### src/osfd_pkg.sv
// Package for the OFDM SIGNAL field decoder: field widths, status codes,
// rate code decoding, per-encoding divisors and their reciprocals.
// No dependencies.
`default_nettype none

package osfd_pkg;

    localparam int SIG_W   = 18;
    localparam int LEN_W   = 12;
    localparam int ENC_W   = 3;
    localparam int MOD_W   = 2;
    localparam int STAT_W  = 2;
    localparam int NSYM_W  = 11;
    localparam int NUM_W   = 16;  // 22 + 8*len + d - 1 stays below 2^16
    localparam int RECIP_W = 20;
    localparam int PROD_W  = NUM_W + RECIP_W;
    localparam int RECIP_SHIFT = 24;
    localparam int NUM_ENC = 8;

    // Service + tail bits less one, added ahead of the rounding-up divide
    localparam logic [NUM_W-1:0] OVERHEAD_M1 = NUM_W'(21);

    typedef logic [STAT_W-1:0] t_status;
    typedef logic [ENC_W-1:0]  t_enc;
    typedef logic [MOD_W-1:0]  t_mod;

    localparam t_status ST_OK     = 2'd0;
    localparam t_status ST_PARITY = 2'd1;
    localparam t_status ST_RATE   = 2'd2;

    // Rate codes as they appear on bits 0..3
    localparam logic [3:0] RC_6M  = 4'd11;
    localparam logic [3:0] RC_9M  = 4'd15;
    localparam logic [3:0] RC_12M = 4'd10;
    localparam logic [3:0] RC_18M = 4'd14;
    localparam logic [3:0] RC_24M = 4'd9;
    localparam logic [3:0] RC_36M = 4'd13;
    localparam logic [3:0] RC_48M = 4'd8;
    localparam logic [3:0] RC_54M = 4'd12;

    // Data bits per OFDM symbol, by encoding index
    localparam logic [7:0] BITS_PER_SYM [NUM_ENC] = '{
        8'd24, 8'd36, 8'd48, 8'd72, 8'd96, 8'd144, 8'd192, 8'd216
    };

    // ceil(2^24 / d): exact floor divide for any 16-bit numerator
    localparam logic [RECIP_W-1:0] RECIP [NUM_ENC] = '{
        20'd699051, 20'd466034, 20'd349526, 20'd233017,
        20'd174763, 20'd116509, 20'd87382,  20'd77673
    };

    // Decoded header handed from the check stage to the divide pipeline
    typedef struct packed {
        t_status                 status;
        t_enc                    enc;
        t_mod                    modu;
        logic [LEN_W-1:0]        len;
        logic [NUM_W-1:0]        num;
        logic [RECIP_W-1:0]      recip;
    } t_hdr;

    // Rate code to {known, encoding index}
    function automatic logic [ENC_W:0] rate_decode(input logic [3:0] rc);
        logic [ENC_W:0] res;
        unique case (rc)
            RC_6M:   res = {1'b1, 3'd0};
            RC_9M:   res = {1'b1, 3'd1};
            RC_12M:  res = {1'b1, 3'd2};
            RC_18M:  res = {1'b1, 3'd3};
            RC_24M:  res = {1'b1, 3'd4};
            RC_36M:  res = {1'b1, 3'd5};
            RC_48M:  res = {1'b1, 3'd6};
            RC_54M:  res = {1'b1, 3'd7};
            default: res = '0;
        endcase
        return res;
    endfunction

endpackage

`default_nettype wire

### src/osfd_if.sv
// Valid/ready channel interfaces for the SIGNAL field decoder.
// Depends on osfd_pkg.
`default_nettype none

interface osfd_in_if;
    logic                        valid;
    logic                        ready;
    logic [osfd_pkg::SIG_W-1:0]  signal_bits;

    modport source (output valid, output signal_bits, input ready);
    modport sink   (input valid, input signal_bits, output ready);
endinterface

interface osfd_out_if;
    logic                         valid;
    logic                         ready;
    logic [osfd_pkg::STAT_W-1:0]  status;
    logic [osfd_pkg::ENC_W-1:0]   encoding;
    logic [osfd_pkg::MOD_W-1:0]   modulation;
    logic [osfd_pkg::LEN_W-1:0]   length_bytes;
    logic [osfd_pkg::NSYM_W-1:0]  symbol_count;

    modport source (output valid, output status, output encoding, output modulation,
                    output length_bytes, output symbol_count, input ready);
    modport sink   (input valid, input status, input encoding, input modulation,
                    input length_bytes, input symbol_count, output ready);
endinterface

`default_nettype wire

### src/ofdm_signal_field_decode.sv
// Top level of the OFDM SIGNAL field decoder: three-stage pipeline
// (header check, reciprocal multiply, output register).
// Depends on osfd_pkg, osfd_if and osfd_hdr_check.
//
// Usage:
//   i_sig takes one 18-bit SIGNAL field per request (valid/ready).
//   o_res gives one result per request: status, encoding, modulation,
//   length_bytes and symbol_count. A parity or rate error zeroes the
//   encoding, modulation and symbol count; length_bytes always passes.
//   An accepted request loads stage 1, then moves through stage 2 to
//   the third register stage, which drives o_res.valid.
//   Throughput is one request per cycle while o_res.ready does not stall
//   the pipeline; the symbol count comes from a 16x20 multiply by a fixed
//   reciprocal of the bits per symbol, which has its own stage.
//   Each stage holds its data while the stage after it is full and
//   stalled; i_sig.ready falls only when all three stages are full and
//   o_res.ready is low, so bubbles are squeezed out during a stall.
//   Reset (synchronous, active low) empties the pipeline; no result
//   is lost or repeated across a stall.
`default_nettype none

module ofdm_signal_field_decode (
    input  wire logic  i_clk,
    input  wire logic  i_rst_n,
    osfd_in_if.sink    i_sig,
    osfd_out_if.source o_res
);
    import osfd_pkg::*;

    // Stage valid bits
    logic r_v1;
    logic r_v2;

    // Stage enables: a stage loads when it is empty or moving on
    logic en1, en2, en3;
    assign en3 = !o_res.valid || o_res.ready;
    assign en2 = !r_v2 || en3;
    assign en1 = !r_v1 || en2;
    assign i_sig.ready = en1;

    // Stage 1: header check
    t_hdr n_hdr;
    t_hdr r_hdr1;

    osfd_hdr_check u_check (
        .i_bits (i_sig.signal_bits),
        .o_hdr  (n_hdr)
    );

    always_ff @(posedge i_clk) begin
        if (!i_rst_n) begin
            r_v1 <= 1'b0;
        end else if (en1) begin
            r_v1 <= i_sig.valid;
        end
        if (en1 && i_sig.valid) begin
            r_hdr1 <= n_hdr;
        end
    end

    // Stage 2: numerator times reciprocal
    logic [PROD_W-1:0] n_prod;
    logic [PROD_W-1:0] r_prod;
    t_status           r_st2;
    t_enc              r_enc2;
    t_mod              r_mod2;
    logic [LEN_W-1:0]  r_len2;

    assign n_prod = PROD_W'(r_hdr1.num) * PROD_W'(r_hdr1.recip);

    always_ff @(posedge i_clk) begin
        if (!i_rst_n) begin
            r_v2 <= 1'b0;
        end else if (en2) begin
            r_v2 <= r_v1;
        end
        if (en2 && r_v1) begin
            r_prod <= n_prod;
            r_st2  <= r_hdr1.status;
            r_enc2 <= r_hdr1.enc;
            r_mod2 <= r_hdr1.modu;
            r_len2 <= r_hdr1.len;
        end
    end

    // Stage 3: output register, quotient is the product shifted down
    always_ff @(posedge i_clk) begin
        if (!i_rst_n) begin
            o_res.valid <= 1'b0;
        end else if (en3) begin
            o_res.valid <= r_v2;
        end
        if (en3 && r_v2) begin
            o_res.status       <= r_st2;
            o_res.encoding     <= r_enc2;
            o_res.modulation   <= r_mod2;
            o_res.length_bytes <= r_len2;
            o_res.symbol_count <= r_prod[RECIP_SHIFT +: NSYM_W];
        end
    end

    // Checks
    a_no_rsvd_status: assert property (@(posedge i_clk) disable iff (!i_rst_n)
        o_res.valid |-> (o_res.status == ST_OK || o_res.status == ST_PARITY
                         || o_res.status == ST_RATE))
        else $error("reserved status produced");

    a_err_zeroes: assert property (@(posedge i_clk) disable iff (!i_rst_n)
        o_res.valid && o_res.status != ST_OK
        |-> o_res.encoding == '0 && o_res.modulation == '0 && o_res.symbol_count == '0)
        else $error("error result carries nonzero fields");

    a_ok_nonzero: assert property (@(posedge i_clk) disable iff (!i_rst_n)
        o_res.valid && o_res.status == ST_OK |-> o_res.symbol_count != '0)
        else $error("good header with zero symbols");

    a_mod_match: assert property (@(posedge i_clk) disable iff (!i_rst_n)
        o_res.valid |-> o_res.modulation == o_res.encoding[ENC_W-1:1])
        else $error("modulation does not follow encoding");

    a_s1_hold: assert property (@(posedge i_clk) disable iff (!i_rst_n)
        r_v1 && !en2 |=> r_v1 && $stable(r_hdr1))
        else $error("stage 1 lost data during stall");

endmodule

`default_nettype wire

### src/osfd_hdr_check.sv
// SIGNAL header check: parity, rate code lookup, length extraction and
// the divide numerator / reciprocal selection. Combinational.
// Depends on osfd_pkg.
`default_nettype none

module osfd_hdr_check (
    input  wire logic [osfd_pkg::SIG_W-1:0] i_bits,
    output osfd_pkg::t_hdr                  o_hdr
);
    import osfd_pkg::*;

    logic           parity_bad;
    logic [ENC_W:0] rate_res;
    t_enc           enc;

    assign parity_bad = (^i_bits[16:0]) != i_bits[17];
    assign rate_res   = rate_decode(i_bits[3:0]);
    assign enc        = rate_res[ENC_W-1:0];

    always_comb begin
        o_hdr.len = i_bits[16:5];
        // 22 + 8*len + d - 1 gives the rounded-up quotient
        o_hdr.num = NUM_W'({o_hdr.len, 3'b000}) + OVERHEAD_M1
                    + NUM_W'(BITS_PER_SYM[enc]);
        if (parity_bad) begin
            o_hdr.status = ST_PARITY;
            o_hdr.enc    = '0;
            o_hdr.modu   = '0;
            o_hdr.recip  = '0;
        end else if (!rate_res[ENC_W]) begin
            o_hdr.status = ST_RATE;
            o_hdr.enc    = '0;
            o_hdr.modu   = '0;
            o_hdr.recip  = '0;
        end else begin
            o_hdr.status = ST_OK;
            o_hdr.enc    = enc;
            o_hdr.modu   = enc[ENC_W-1:1];  // two encodings per modulation
            o_hdr.recip  = RECIP[enc];
        end
    end

endmodule

`default_nettype wire

### src/flat_wrapper.sv
// flat-port wrapper written by rule: the top's interface ports become plain ports
module ofdm_signal_field_decode_flat import osfd_pkg::*;
  (i_clk, i_rst_n, i_sig_valid, i_sig_signal_bits, i_sig_ready, o_res_valid, o_res_status, o_res_encoding, o_res_modulation, o_res_length_bytes, o_res_symbol_count, o_res_ready);
  osfd_in_if i_sig_i ();
  osfd_out_if o_res_i ();
  input  wire logic i_clk;
  input  wire logic i_rst_n;
  input wire logic [$bits(i_sig_i.valid)-1:0] i_sig_valid;
  input wire logic [$bits(i_sig_i.signal_bits)-1:0] i_sig_signal_bits;
  output wire logic [$bits(i_sig_i.ready)-1:0] i_sig_ready;
  output wire logic [$bits(o_res_i.valid)-1:0] o_res_valid;
  output wire logic [$bits(o_res_i.status)-1:0] o_res_status;
  output wire logic [$bits(o_res_i.encoding)-1:0] o_res_encoding;
  output wire logic [$bits(o_res_i.modulation)-1:0] o_res_modulation;
  output wire logic [$bits(o_res_i.length_bytes)-1:0] o_res_length_bytes;
  output wire logic [$bits(o_res_i.symbol_count)-1:0] o_res_symbol_count;
  input wire logic [$bits(o_res_i.ready)-1:0] o_res_ready;
  assign i_sig_i.valid = i_sig_valid;
  assign i_sig_i.signal_bits = i_sig_signal_bits;
  assign i_sig_ready = i_sig_i.ready;
  assign o_res_valid = o_res_i.valid;
  assign o_res_status = o_res_i.status;
  assign o_res_encoding = o_res_i.encoding;
  assign o_res_modulation = o_res_i.modulation;
  assign o_res_length_bytes = o_res_i.length_bytes;
  assign o_res_symbol_count = o_res_i.symbol_count;
  assign o_res_i.ready = o_res_ready;
  ofdm_signal_field_decode u_core (.i_clk(i_clk), .i_rst_n(i_rst_n), .i_sig(i_sig_i), .o_res(o_res_i));
endmodule
### config.mk
export PLATFORM = sky130hd
export DESIGN_NAME = ofdm_signal_field_decode_flat
export DESIGN_NICKNAME = d
export VERILOG_FILES = /design/src/osfd_pkg.sv /design/src/osfd_if.sv /design/src/ofdm_signal_field_decode.sv /design/src/osfd_hdr_check.sv /design/src/flat_wrapper.sv
export SDC_FILE = /design/constraint.sdc
export NUM_CORES = 1
export LEC_CHECK = 0
export BUFFER_PORTS_ARGS = -buffer_cell sky130_fd_sc_hd__buf_2
export CORE_MARGIN = 8
export CORE_UTILIZATION = 55
export CTS_CLUSTER_DIAMETER = 200
export DETAILED_ROUTE_END_ITERATION = 12
export PLACE_DENSITY_LB_ADDON = 0.12
export SETUP_SLACK_MARGIN = 0.02
export SLEW_MARGIN = 20
export SYNTH_ARGS = -nofsm -noshare
export SYNTH_HDL_FRONTEND = slang
export SYNTH_SLANG_ARGS = --single-unit
### constraint.sdc
create_clock -name i_clk -period 7.2 [get_ports i_clk]
set_input_delay 1.44 -clock i_clk [delete_from_list [all_inputs] [get_ports i_clk]]
set_output_delay 1.44 -clock i_clk [all_outputs]
set_load 0.02 [all_outputs]
==> results of run 1 <==
area by class of cell:
cell class | count | area (µm²) | area share, %
multi-input cells | 845 | 9014 | 63.10
inverters | 297 | 1115 | 7.805
well taps | 324 | 405.4 | 2.838
clock buffers | 9 | 225.2 | 1.577
flip-flops and latches | 105 | 3123 | 21.86
repair buffers | 59 | 310.3 | 2.172
clock inverters | 7 | 91.34 | 0.6395
how the worst min path moves through the flow:
stage,slack [ps],from,cells past startpoint,end
floorplan,400,u_core.r_enc2[0],0,u_core.o_res.encoding[0]
global placement,400,u_core.r_prod[34],0,u_core.o_res.symbol_count[10]
detailed placement,400,u_core.r_len2[1],0,u_core.o_res.length_bytes[1]
CTS,420,u_core.r_hdr1[54],0,u_core.r_st2[1]
global route,430,u_core.r_len2[5],0,u_core.o_res.length_bytes[5]
finish,420,u_core.r_hdr1[54],0,u_core.r_st2[1]
cells in the final DEF (no fill, tap or decap), drive strengths merged, types with 7 or more instances in the layout:
cell type and n:
buf 59, nor3 9, a21o 11, and2 115
ha 136, nor2b 8, a211oi 7, nand3 12
nor2 34, a21oi 37, o21ai 20, inv 300
fa 228, edfxtp 102, xnor2 29, xor2 12
nand2 130, clkbuf 9
state kept, by name, indices dropped and copies added, names as in the netlist:
register,flops
u_core.r_mod2,2
u_core.r_len2,12
u_core.r_v1,1
u_core.o_res.status,2
u_core.o_res.symbol_count,11
u_core.o_res.modulation,2
u_core.r_v2,1
u_core.r_hdr1,46
u_core.o_res.valid,1
u_core.r_enc2,1
u_core.o_res.length_bytes,12
u_core.o_res.encoding,1
u_core.r_st2,2
u_core.r_prod,11
worst register-to-register path: cells and delay by family (launching register included):
family	cells	cell delay [ps]
adders and majority gates	7	3390
and+or+nand+nor	4	880
DFF	1	850
AOI/OAI and AO/OA	2	820
xor gates and xnor gates	1	170
buffers and inverters	3	140
metal layers:
layer | part of all wire (%) | vias to the layer above | GRT usage (%)
li1 | - | 4059 | -
met1 | 41 | 4464 | 29.52
met2 | 50 | 260 | 40.20
met3 | 5.0 | 56 | 2.808
met4 | 3.8 | 0 | 9.033
met5 | 0 | - | 0
logic make-up after synthesis:
group                      after synthesis
adders and majority gates              364
buffers and inverters                  335
muxes                                    1
DFF                                    105
xor gates and xnor gates                41
AOI/OAI and AO/OA                      105
and+or+nand+nor                        334
per-stage QoR:
stage / area [µm²] / setup slack [ps] / hold WS [ps] / util, % / cells
floorplan: 13400 / 1440 / 400.3 / - / 1285
global placement: 13970 / 829.7 / 403.1 / 57.94 / 1630
detailed placement: 13970 / 804.4 / 404.5 / 57.94 / 1630
CTS: 14280 / 805.5 / 420.5 / 59.25 / 1646
global route: 14280 / 492.6 / 428.4 / 59.25 / 1646
finish: 14280 / 725.8 / 420.7 / 59.25 / 1646
==> results.yml, run 1 <==
status:
  status: "completed"
logic_synthesis:
  synth_cell_types: 53
  synth_top_area_share_pct: 34.06
  synthXorXnorAreaFrac_pct: 2.735
  synth_top_family_by_area: "adder cells"
  synth_top_flop_cell: "edfxtp_1"
  synth_compound_area_share_pct: 5.041
  muxShareOfSynthArea_pct: 0.07468
  ys_seq_elements: 105
  synth.avg_cell_area_um2: 10.43
  mappedNetlistArea_mm2: 0.01340
  yosysSeqAreaShare_pct: 23.30
  syn-num-nets: 1671
  yosysWarnings: 0
  synth.most_common_cell: "inv_1"
  syn-instance-count: 1285
  synth.top_cells.by_count: "inv_1 (297), fa_1 (228), ha_1 (136)"
  synth_top_cell_by_area: "fa_1"
  synth-async-reset-ratio_pct: 0
  synth_simple_gate_area_share_pct: 12.49
  synth_edf_count: 102
  synth_fa_ha_area_share_pct: 46.75
  synth_area_leaders: "fa_1 (34%), edfxtp_1 (23%), ha_1 (13%)"
setup_path:
  cp_common_cell: "fa_1"
  r2r_start: "u_core.r_hdr1[16]"
  r2r_slack_ps: 730
  arrival_ps: 6580
  timing.critical_path.to: "u_core.r_prod[32]"
  cp.depth: 17
  worst-path-max-fanout: 16
  critPathLaunch: "u_core.r_hdr1[16]"
  crit_family: "adder cells"
  reg2reg_to: "u_core.r_prod[32]"
  r2r_cells: 17
  crit_slowest_cell: "edfxtp_1"
  critPathCaptureType: "flip-flop"
  crit_required_ps: 7310
  crit_type: "reg2reg"
  crit_path_max_incr_delay_ps: 850
  crit_buf_inv: 3
  cp-start-kind: "flip-flop"
  path_cells: "nand2_1, fa_1, inv_1, fa_1, fa_1, fa_1, fa_1, inv_1, fa_1, inv_1, ha_1, nand3_1, nor2_1, nand3_1, o31ai_1, a41oi_1, xnor2_1"
routing:
  drc: 0
  wl_per_cell_um: 19.48
  drt_first_iter_violations: 565
  first_pass_iters: 4
  routed_wl_um: 32070
  via_per_inst: 5.370
  vias: 8839
  drtAntennaViolNets: 0
die:
  dieWidth_um: 172.1
  io_pins: 54
  design.die.area_mm2: 0.02962
  fp.dieH_um: 172.1
  core_area_mm2: 0.02411
  rows: 57
  start_util_pct: 55.60
timing:
  drv_slew: 0
  fin_worst_skew_ps: 17.12
  tightest_slew_ps: 950.4
  rsz0062_at_grt: "no"
  slew_headroom_pct: 36.64
  max_freq_mhz: 154.5
  final.period_utilization_pct: 89.92
  min_period_ps: 6474
  setup_violations: 0
  hold_viol_final: 0
  tns_ps: 0
clock_network:
  clkTransAtPathRegs_ps: 80
  clockBufferDepth: 2
  cts_setup_buffers: 0
  cts-root-buf: "clkbuf_16"
  tritoncts: "done"
  clkLatencyLatePin_ps: 360
  htreeDepth: 3
  hold_buffers: 0
  clock-sinks: 105
  post_cts_resized: 0
  cts_buffers: 9
grt:
  grt_max_degree: 47
  grt_first_pass_wirelength_um: 51750
  antenna_found_initial: 0
  grt_pass1_vias: 9559
  track_usage_pct: 23.25
  grt_overflow: 0
min_path:
  hold_class: "reg2reg"
placed_design:
  io_buffer_count: 53
  place_congestion: 0.8976
  dp_hpwl_um: 26200
flow_run:
  maxCapViolCount: 0
final_layout:
  drive_above_1_share_pct: 6.430
  fillers: 2130
  num_antenna_cells: 0
  area.growth.synth_to_final_pct: 6.572
  finalNetCount: 1703
Power of run 1 is not shown: default switching activity piles up to over one toggle a cycle in this logic, so the estimate is an artifact.
==> run 2, diff against run 1 <==
--- a/config.mk
+++ b/config.mk
@@ -15,4 +15,5 @@
 export SLEW_MARGIN = 20
 export SYNTH_ARGS = -nofsm -noshare
 export SYNTH_HDL_FRONTEND = slang
+export SYNTH_HIERARCHICAL = 1
 export SYNTH_SLANG_ARGS = --single-unit
==> run 2 against run 1 <==
Worst setup slack got worse by 37 ps. First-iteration DRC count rose by 3.7%. Sequential cell count rose by 13. Synthesized cell count rose by 14%. Cell area rose by 11%. Critical path depth fell by 1. Non-clock buffer count fell by 2. Sequential share of layout area rose by 0.35 points. Clock skew fell by 7.7 ps. Wire length rose by 4.6%. Via count rose by 11%. Global-route usage fell by 1.7 points. Highest routed layer unchanged.
==> results.yml, run 2 <==
status:
  status: "completed"
placed_design:
  dp_hpwl_um: 26250
  io_buffer_count: 53
  place_congestion: 0.9070
clock_network:
  hold_buffers: 0
  cts-root-buf: "clkbuf_16"
  cts_buffers: 17
  cts_setup_buffers: 0
  post_cts_resized: 0
  htreeDepth: 4
  clkTransAtPathRegs_ps: 60
  clock-sinks: 118
  clkLatencyLatePin_ps: 420
  tritoncts: "done"
  clockBufferDepth: 2
routing:
  drtAntennaViolNets: 0
  drt_first_iter_violations: 586
  vias: 9805
  wl_per_cell_um: 18.48
  first_pass_iters: 5
  via_per_inst: 5.402
  routed_wl_um: 33550
  drc: 0
min_path:
  hold_class: "reg2reg"
setup_path:
  r2r_slack_ps: 690
  crit_family: "adder cells"
  cp-start-kind: "flip-flop"
  cp_common_cell: "fa_1"
  critPathCaptureType: "flip-flop"
  crit_buf_inv: 3
  crit_required_ps: 7350
  crit_type: "reg2reg"
  crit_slowest_cell: "edfxtp_1"
  arrival_ps: 6660
  crit_path_max_incr_delay_ps: 940
  path_cells: "nand2_1, fa_1, fa_1, inv_1, fa_1, fa_1, fa_1, inv_1, fa_1, inv_1, ha_1, nand4_1, or3_1, o31ai_1, a221oi_1, xnor2_1"
  worst-path-max-fanout: 20
timing:
  setup_violations: 0
  tightest_slew_ps: 941.5
  hold_viol_final: 0
  max_freq_mhz: 153.6
  tns_ps: 0
  rsz0062_at_grt: "no"
  fin_worst_skew_ps: 9.462
  final.period_utilization_pct: 90.44
  drv_slew: 0
  min_period_ps: 6511
  slew_headroom_pct: 37.23
logic_synthesis:
  ys_seq_elements: 118
  synth.most_common_cell: "inv_1"
  synth-async-reset-ratio_pct: 0
  synth_top_flop_cell: "edfxtp_1"
  mappedNetlistArea_mm2: 0.01487
  synth_cell_types: 62
  yosysWarnings: 6
  yosysSeqAreaShare_pct: 23.62
  synth_edf_count: 115
  syn-num-nets: 1859
  synth.top_cells.by_count: "inv_1 (286), fa_1 (249), nand2_1 (209)"
  synth.avg_cell_area_um2: 10.15
  syn-instance-count: 1465
  synth_top_cell_by_area: "fa_1"
  synth_top_area_share_pct: 33.51
  synth_area_leaders: "fa_1 (34%), edfxtp_1 (23%), ha_1 (10%)"
grt:
  grt_max_degree: 56
  grt_first_pass_wirelength_um: 55680
  antenna_found_initial: 0
  grt_pass1_vias: 10570
  grt_overflow: 0
  track_usage_pct: 21.54
die:
  core_area_mm2: 0.02673
  rows: 60
  dieWidth_um: 180.5
  io_pins: 54
  design.die.area_mm2: 0.03256
  start_util_pct: 55.66
  fp.dieH_um: 180.5
final_layout:
  layout_commonest_cell: "inv_1"
  finalNetCount: 1855
  multi_input_area_mm2: 0.009918
  fillers: 2277
  regMostFlops: "u_core/r_hdr1"
  reg.largest.list: "u_core/r_hdr1: 55 flops, u_core/o_res.length_bytes: 12 flops, u_core/r_len2: 12 flops"
  largest_reg_flops: 55
  drive_above_1_share_pct: 6.852
  num_antenna_cells: 0
  area.growth.synth_to_final_pct: 6.343
  seqCellArea_mm2: 0.003513
  final_util_pct: 59.19
  final_cell_mix: "inv_1 (286), fa_1 (249), nand2_1 (209), and2_1 (150), ha_1 (123)"
flow_run:
  maxCapViolCount: 0
-- run 2: cell count changes after synthesis, sizes merged, moves of 4 or more --
cell / change
nand2: +80
and2: +35
buf: +21
clkbuf: +21
fa: +21
edfxtp: +13
ha: -13
inv: -11
xor2: -8
nor2: +7
a21o: +4
nand3: -4
o211ai: +4
-- run 2: path summary, 6_finish.rpt --
path	from	end	cells past startpoint
worst max register to register	u_core/r_hdr1[22]	u_core/r_prod[32]	16
worst min-delay path	u_core/r_len2[7]	u_core/o_res.length_bytes[7]	0
worst min register to register	u_core/r_len2[7]	u_core/o_res.length_bytes[7]	0
worst max-delay path	u_core/r_hdr1[22]	u_core/r_prod[32]	16
-- run 2: final cells by class --
class                           count  area share [%]
Sequential cell                   118           22.21
Tap cell                          341           2.697
Timing Repair Buffer               57           1.993
Clock inverter                     15          0.9176
Clock buffer                       17           2.689
Multi-Input combinational cell    981           62.70
Inverter                          286           6.787
-- run 2: metal layers --
metal  GRT usage, %  wire length (µm)  vias up
met2          34.10             15510      305
li1               -                 -     4515
met3          4.738              2294       46
met4          5.192               580        0
met1          29.88             15160     4939
met5              0                 0        -
-- run 2: through the flow --
stage | setup slack, ps | hold WS, ps | std cells | instance area, µm²
2_1_floorplan | 1354 | 400.3 | 1465 | 14870
3_3_place_gp | 786.9 | 401.3 | 1782 | 15220
3_5_place_dp | 733.7 | 404.5 | 1782 | 15220
4_1_cts | 741.1 | 413.8 | 1814 | 15790
5_1_grt | 472.9 | 419.6 | 1815 | 15820
6_report | 688.5 | 414.9 | 1815 | 15820
-- run 2: cells by family (layout without fill, tap and decap cells) --
group	count (synthesis)	after routing	synth area share (%)
adder cells (fa/ha/maj)	372	372	43.86
other	2	2	0.05049
AND/OR/NAND/NOR	447	447	14.59
AO/OA/AOI/OAI	126	126	5.695
flip-flops	118	118	23.62
XOR/XNOR	34	34	2.288
buffers and inverters	366	375	9.892
Power of run 2 is left out for the same reason.
